[src/rtl/ufec_ram.sv]
// Generic single-port synchronous RAM with registered read.
`timescale 1ns / 1ps
`default_nettype none
module ufec_ram #(
	parameter int WIDTH = 8,
	parameter int DEPTH = 16
) (
	input  wire logic                                      clk,
	input  wire logic                                      we,
	input  wire logic [((DEPTH > 1) ? $clog2(DEPTH) : 1)-1:0] addr,
	input  wire logic [WIDTH-1:0]                          wdata,
	output logic      [WIDTH-1:0]                          rdata
);
	logic [WIDTH-1:0] mem_q [DEPTH];

	// write or read one entry per cycle
	always_ff @(posedge clk) begin
		if (we) begin
			mem_q[addr] <= wdata;
		end else begin
			rdata <= mem_q[addr];
		end
	end
endmodule
`default_nettype wire
[config.mk]
export PLATFORM = sky130hd
export DESIGN_NAME = ufec_ram
export DESIGN_NICKNAME = d
export VERILOG_FILES = /design/src/rtl/ufec_ram.sv
export SDC_FILE = /design/constraint.sdc
export NUM_CORES = 1
export LEC_CHECK = 0
export BUFFER_PORTS_ARGS = -buffer_cell sky130_fd_sc_hd__buf_2
export CAP_MARGIN = 20
export CORE_MARGIN = 8
export CORE_UTILIZATION = 35
export CTS_CLUSTER_SIZE = 14
export DETAILED_ROUTE_END_ITERATION = 10
export GPL_TIMING_DRIVEN = 1
export REMOVE_ABC_BUFFERS = 1
export SLEW_MARGIN = 40
export SYNTH_ARGS = -nofsm -noshare
export SYNTH_HDL_FRONTEND = slang
export SYNTH_SLANG_ARGS = --single-unit
export TNS_END_PERCENT = 10
[constraint.sdc]
create_clock -name clk -period 4.06 [get_ports clk]
set_input_delay 1.015 -clock clk [delete_from_list [all_inputs] [get_ports clk]]
set_output_delay 1.015 -clock clk [all_outputs]
set_load 0.005 [all_outputs]
==> impl_results.md, run 1 <==
- Fill cell total of the finished layout: between 1k and 1.5k
- Number of sinks on the clock net: approximately 140
- Worst slew slack as a fraction of its limit: 0.501
- Clock tree skew after final layout: approximately 0.012 ns
- GPL Wtd Cong: approximately 0.73
- Leakage power figure: between 0.002 and 0.0025 uW
- Setup crit end kind: register
- Count of standard-cell rows: between 40 and 50
- DRC violation count after routing: 0
- Post-CTS Hold Fix Bufs: 0
- Fmax: 366 MHz
- Peak per-stage delay on the critical path: about 0.56 ns
- Syn avg cell area: 22.3 sq um
- GRT Util Overall: 0.118
- Worst setup slack before clock tree synthesis: 0.878 ns
- CP Depth: 5
- Final total negative setup slack: 0 ns
- Number of failing setup endpoints in the final timing report: 0
- Minimum hold slack: roughly 0.75 ns
- Initial standard-cell utilization of the core: 0.356
- Clock tree from TritonCTS: built
- Register area share after synthesis: 0.793
- Core Area: 14500 sq um
- Mean routed wirelength per cell: ~22 um
- P per Cell Area: about 540 nW/um^2
- Worst Path Required: about 4.2 ns
- Length in cells of the worst reg-to-reg path: 3
- Count of buffer and inverter cells on the critical path: 2
- Number of max-cap violations: 0
- Area growth syn-to-layout: 20.4%
- Via count of the first global-routing pass: ~2.6k
- Post-CTS Resized: 0
- Worst hold path startpoint: mem_q[12][7]
- Wire length of the first global-routing pass: roughly 16 mm
- Overflow after GRT: 0
- Die height: around 140 um
- Fraction of final layout cells with drive strength greater than 1: 0.344
- Max-slew violations: 0
- Post-route clock period utilization: 0.674
- Cell breakdown of the critical path: buf_2 -> buf_4 -> mux4_2 -> a22oi_1 -> nand2_1
- Net count reported at finish: about 300
- Final ANT Viol Nets: 0
- Launch point of the worst path: addr[0]
- Starting DRC count in detailed routing: 245
- Deepest level of the CTS H-tree: 4
- Placed Cells incl. Taps: about 440
- Kind of launch point of the worst setup path: input port
- Post-synthesis sequential element count: approximately 140
- Total of warnings raised by yosys: 0
- Final design utilization: 0.428
- R2r endpoint: rdata[3]
- Setup Buffers After CTS: 0
- Drt first pass iters: 4
- Result of the run: finished clean
- Clock transition at the registers of the reported paths: 0.05 ns
- Cell area after synthesis: 5150 sq um
- Setup slack after layout: 1.33 ns
- Die width: around 140 um
- Unrepaired setup endpoints after global routing: no
- Synthesized instance count: between 200 and 250
- Setup slack, reg-to-reg: 2.49 ns
- Clock tree buffer depth: 2
- Post-Route WL: between 10 and 15 mm
- Data arrival time of the worst path: between 2 and 3 ns
- I/O pin count: 22
- Final antenna diode count: 0
- Final critical path time including I/O delays and setup: around 2.7 ns
- Overall die area: between 15000 and 20000 sq um
- Post-detailed-route via-to-cell ratio: about 5.1
- Non-filler instance count after layout: between 400 and 500
- Largest net degree at the start of global routing: 27
- Max FO, Critical Path: 24
- Class of the tightest hold or removal check: register to register
- Vias after detailed routing: around 2.4k
- Timing endpoint of the critical path: rdata[5]
- Actual slew at the worst max-slew pin: approximately 0.75 ns
- Critical register-to-register path startpoint: mem_q[3][3]
- Root buffer cell: sky130_fd_sc_hd__clkbuf_16
- Dpl hpwl: 6.52 mm
- Number of unique standard cell types used by synthesis: 18
- Clock buffers created by TritonCTS: 17
- Number of input and output port buffers inserted: 21
- Cell family with most CP delay: buffers and inverters
- Initial antenna violation count: 0
- Master of the slowest instance on the critical path: sky130_fd_sc_hd__buf_2
- Worst IR Drop VDD: roughly 0.00028 V
- Crit path kind: input port to register
- Clk_lat worst skew: ~0.4 ns
- Hold Vio Cnt, Final: 0
-- state kept, by name (all words and copies together), names as in the netlist --
name	cells
rdata	8
mem_q	128
-- worst min-delay path by stage --
stage | depth (start not counted) | to | slack [ns]
after floorplan | 3 | rdata[0] | 0.71
after global placement | 3 | rdata[1] | 0.73
after detailed placement | 3 | rdata[7] | 0.74
after CTS | 3 | rdata[7] | 0.75
after global routing | 3 | rdata[7] | 0.79
final | 3 | rdata[7] | 0.75
-- cell usage in the layout (no fill, tap or decap) --
| cell | count |
|---|---|
| sky130_fd_sc_hd__edfxtp_1 | 136 |
| sky130_fd_sc_hd__mux4_2 | 32 |
| sky130_fd_sc_hd__buf_2 | 21 |
| sky130_fd_sc_hd__buf_4 | 19 |
| sky130_fd_sc_hd__clkbuf_16 | 17 |
| sky130_fd_sc_hd__a22oi_1 | 16 |
| sky130_fd_sc_hd__nor2_1 | 13 |
| sky130_fd_sc_hd__nand2_1 | 9 |
| sky130_fd_sc_hd__bufinv_16 | 5 |
| sky130_fd_sc_hd__nor3_1 | 4 |
| sky130_fd_sc_hd__clkinv_4 | 4 |
| sky130_fd_sc_hd__clkinv_1 | 3 |
| sky130_fd_sc_hd__nor2b_1 | 2 |
| sky130_fd_sc_hd__nand3b_1 | 2 |
| sky130_fd_sc_hd__nand2b_1 | 2 |
| sky130_fd_sc_hd__clkinv_2 | 2 |
| sky130_fd_sc_hd__and2_1 | 1 |
| sky130_fd_sc_hd__nand3_1 | 1 |
| sky130_fd_sc_hd__inv_1 | 1 |
| sky130_fd_sc_hd__or3_1 | 1 |
-- per-stage QoR --
step                      instance area [sq um]  total power [uW]
after floorplan                            5090              1680
after detailed placement                   5570              1770
after CTS                                  6200              3390
final                                      6200              3360
after global placement                     5570              1760
after global routing                       6200              3460
-- cell type report --
class,count,area (sq um),share of cell area
inverters,1,3.75,0.000606
multi-input cells,83,1000,0.161
flip-flops and latches,136,4080,0.659
well taps,184,230,0.0371
clock buffers,17,425,0.0686
repair buffers,40,248,0.0400
clock inverters,14,206,0.0333
-- worst register-to-register path, delay by kind of cell, from the launching register on --
kind	cells	cell delay, ns
AO/OA/AOI/OAI	1	0.33
multiplexers	1	0.49
AND/OR/NAND/NOR	1	0.12
flip-flops	1	0.35
-- layer usage --
metal | up-vias | routed length [um] | part of all wire | track usage
met4 | 0 | 31 | 0.0030 | 0.0380
met1 | 1251 | 4420 | 0.43 | 0.161
met2 | 78 | 5020 | 0.49 | 0.180
met5 | - | 0 | 0 | 0
li1 | 1068 | - | - | -
met3 | 2 | 829 | 0.081 | 0.0310
-- synthesized netlist by cell type, drive strengths merged --
library cell | instances | area share
mux4 | 32 | 0.14
nor2b | 2 | 0.0024
inv | 1 | 0.00073
a22oi | 16 | 0.023
nand2b | 2 | 0.0024
nand2 | 9 | 0.0066
edfxtp | 136 | 0.79
nand3b | 2 | 0.0029
nand3 | 1 | 0.00097
nor3 | 4 | 0.0039
buf | 8 | 0.0092
clkbuf | 3 | 0.0024
nor2 | 13 | 0.0095
and2 | 1 | 0.0012
or3 | 1 | 0.0012
-- cells by family (layout without fill, tap and decap cells) --
group                  after synthesis  in the layout  share of synthesized area
AOI/OAI and AO/OA                   16             16                     0.0233
buffers and inverters               12             72                     0.0124
DFF                                136            136                      0.793
muxes                               32             32                      0.140
and+or+nand+nor                     35             35                     0.0311
-- report_power, final --
part	internal, uW	switching (uW)	leakage [uW]
clock network	1080	541	0.000309
logic	58.5	84.4	0.000498
registers	1580	8.28	0.00124
total	2720	634	0.00204
Power figures use the tool's default switching activity.
==> inputs of run 2 (changes only) <==
==> constraint.sdc (replaced) <==
create_clock -name clk -period 2.6 [get_ports clk]
set_input_delay 0.65 -clock clk [delete_from_list [all_inputs] [get_ports clk]]
set_output_delay 0.65 -clock clk [all_outputs]
set_load 0.005 [all_outputs]
==> run 2 against run 1 <==
Compared with the run above:
- total power grew 56%
- die area is the same
- sequential power is 57% higher
- count of clock-buffer cells in the layout is 1 higher
- via count shrank 1.5%
- final area up 0.97%
- cell count increased by 1.5%
- clock power rose by 56%
- first-iteration DRC count shrank 20%
- utilization rose by 0.41 points
- sequential cell count stayed put
- critical path type unchanged
==> impl_results.md, run 2 (same netlist as run 1, synthesis figures left out) <==
- Drt first pass iters: 4
- Worst hold path startpoint: wdata[6]
- Number of sinks on the clock net: 136
- Starting DRC count in detailed routing: about 200
- Max-slew violations: 0
- Kind of launch point of the worst setup path: input port
- Clock tree buffer depth: 2
- Clock buffers created by TritonCTS: 17
- Hold Vio Cnt, Final: 0
- GRT Util Overall: 0.111
- Setup slack after layout: between 0.7 and 0.8 ns
- Actual slew at the worst max-slew pin: between 0.5 and 0.6 ns
- Setup slack, reg-to-reg: around 1.2 ns
- Class of the tightest hold or removal check: input port to register
- Largest net degree at the start of global routing: 17
- Max FO, Critical Path: 15
- Worst Path Required: 2.75 ns
- Number of input and output port buffers inserted: 21
- DRC violation count after routing: 0
- Register Area: 4080 sq um
- Number of failing setup endpoints in the final timing report: 0
- Placed Instance Area: around 5600 sq um
- Sink of the worst hold path: mem_q[12][6]
- Final ANT Viol Nets: 0
- Fill cell total of the finished layout: 1217
- Via count of the first global-routing pass: approximately 2.6k
- Final total negative setup slack: 0 ns
- Final antenna diode count: 0
- Clock share of power: 0.483
- Clock tree from TritonCTS: built
- P per Cell Area: between 800 and 900 nW/um^2
- Total power of the final layout: about 5200 uW
- Most common library cell in the layout ignoring fill and taps: sky130_fd_sc_hd__edfxtp_1
- Share of power burned in combinational logic: 0.043
- Leakage power figure: roughly 0.0021 uW
- Final cell area excluding filler cells: between 6000 and 7000 sq um
- Dpl hpwl: 6.67 mm
- Post-detailed-route via-to-cell ratio: slightly below 5
- Multi-input combinational cell area: ~1000 sq um
- Initial antenna violation count: 0
- Number of max-cap violations: 0
- Die width: between 100 and 150 um
- Fmax: 545 MHz
- I/O pin count: 22
- Final critical path time including I/O delays and setup: around 1.8 ns
- R2r endpoint: rdata[3]
- Minimum hold slack: 0.626 ns
- Biggest regs: mem_q: 128 flops, rdata: 8 flops
- Peak per-stage delay on the critical path: approximately 0.53 ns
- Clock tree skew after final layout: 0.00705 ns
- Critical register-to-register path startpoint: mem_q[2][3]
- Mean routed wirelength per cell: around 20 um
- Post-Route WL: around 9.5 mm
- Overflow after GRT: 0
- Count of standard-cell rows: 44
- Result of the run: finished clean
- Most frequent cells in the layout: sky130_fd_sc_hd__edfxtp_1 (136), sky130_fd_sc_hd__mux4_2 (32), sky130_fd_sc_hd__buf_4 (24)
- Data arrival time of the worst path: between 1.5 and 2 ns
- Worst IR Drop VDD: between 0.0004 and 0.0005 V
- Post-CTS Resized: 0
- Overall die area: approximately 19000 sq um
- Vias after detailed routing: between 2k and 2.5k
- Clock transition at the registers of the reported paths: about 0.060 ns
- Worst setup slack before clock tree synthesis: approximately 0.32 ns
- Setup Buffers After CTS: 0
- Length in cells of the worst reg-to-reg path: 3
- Cell internal power dissipation: 4260 uW
- Clk_lat worst skew: 0.41 ns
- Unrepaired setup endpoints after global routing: no
- Post-route clock period utilization: 0.705
- Flip-flop count of the largest register after layout: between 100 and 150
- Wire length of the first global-routing pass: 15.1 mm
- Deepest level of the CTS H-tree: 4
- Register with the most flip-flops: mem_q
- Fraction of final layout cells with drive strength greater than 1: 0.356
- Setup crit end kind: register
- GPL Wtd Cong: about 0.73
- Root buffer cell: sky130_fd_sc_hd__clkbuf_16
- Worst slew slack as a fraction of its limit: 0.601
- Cell breakdown of the critical path: buf_2 -> buf_4 -> mux4_2 -> a22oi_1 -> nand2_1
- Core Area: about 14000 sq um
- Initial standard-cell utilization of the core: 0.356
- Crit path kind: input port to register
- Post-CTS Hold Fix Bufs: 0
- Die height: 137 um
- Sequential share of power: 0.474
- Area growth syn-to-layout: 21.6%
- Worst Hold Depth: 1
- Master of the slowest instance on the critical path: sky130_fd_sc_hd__mux4_2
- Switching share of total power: 0.188
- Total net switching power: about 990 uW
- Net count reported at finish: around 300
-- run 2: critical path: cells and delay by family --
family / cells / cell delay, ns
muxes: 1 / 0.53
and+or+nand+nor: 1 / 0.07
AOI/OAI and AO/OA: 1 / 0.24
buffers and inverters: 2 / 0.48
-- run 2: worst max-delay path by stage --
stage                  end    start  slack, ns
2_1_floorplan  mem_q[0][0]       we       0.46
3_5_place_dp      rdata[6]  addr[0]       0.32
4_1_cts           rdata[6]  addr[0]       0.75
3_3_place_gp      rdata[6]  addr[0]       0.34
6_report          rdata[2]  addr[0]       0.77
5_1_grt           rdata[2]  addr[0]       0.64
-- run 2: power groups by stage --
| stage | logic (uW) | clock network, uW | registers (uW) |
|---|---|---|---|
| after floorplan | 103 | 0 | 2530 |
| after global placement | 223 | 0 | 2530 |
| after detailed placement | 229 | 0 | 2530 |
| after CTS | 230 | 2570 | 2490 |
| after global routing | 248 | 2680 | 2490 |
| final | 224 | 2530 | 2490 |
-- run 2: area by class of cell --
class / count / share of cell area
sequential: 136 / 0.653
multi-input combinational: 83 / 0.160
clock buffer: 18 / 0.0686
timing repair buffer: 46 / 0.0488
tap: 184 / 0.0368
clock inverter: 14 / 0.0328
inverter: 1 / 0.000600
-- run 2: routing by layer --
metal  global-route usage  wire [um]  up-vias  share of wire
met2                0.172       4600       49           0.49
met3               0.0332        397       13          0.042
li1                     -          -     1077              -
met4               0.0435        114        0          0.012
met5                    0          0        -              0
met1                0.143       4360     1225           0.46
-- run 2: through the flow --
stage,utilization,instances
after global placement,0.388,450
after floorplan,-,220
after global routing,0.432,482
after CTS,0.432,482
after detailed placement,0.388,450
final,0.432,482
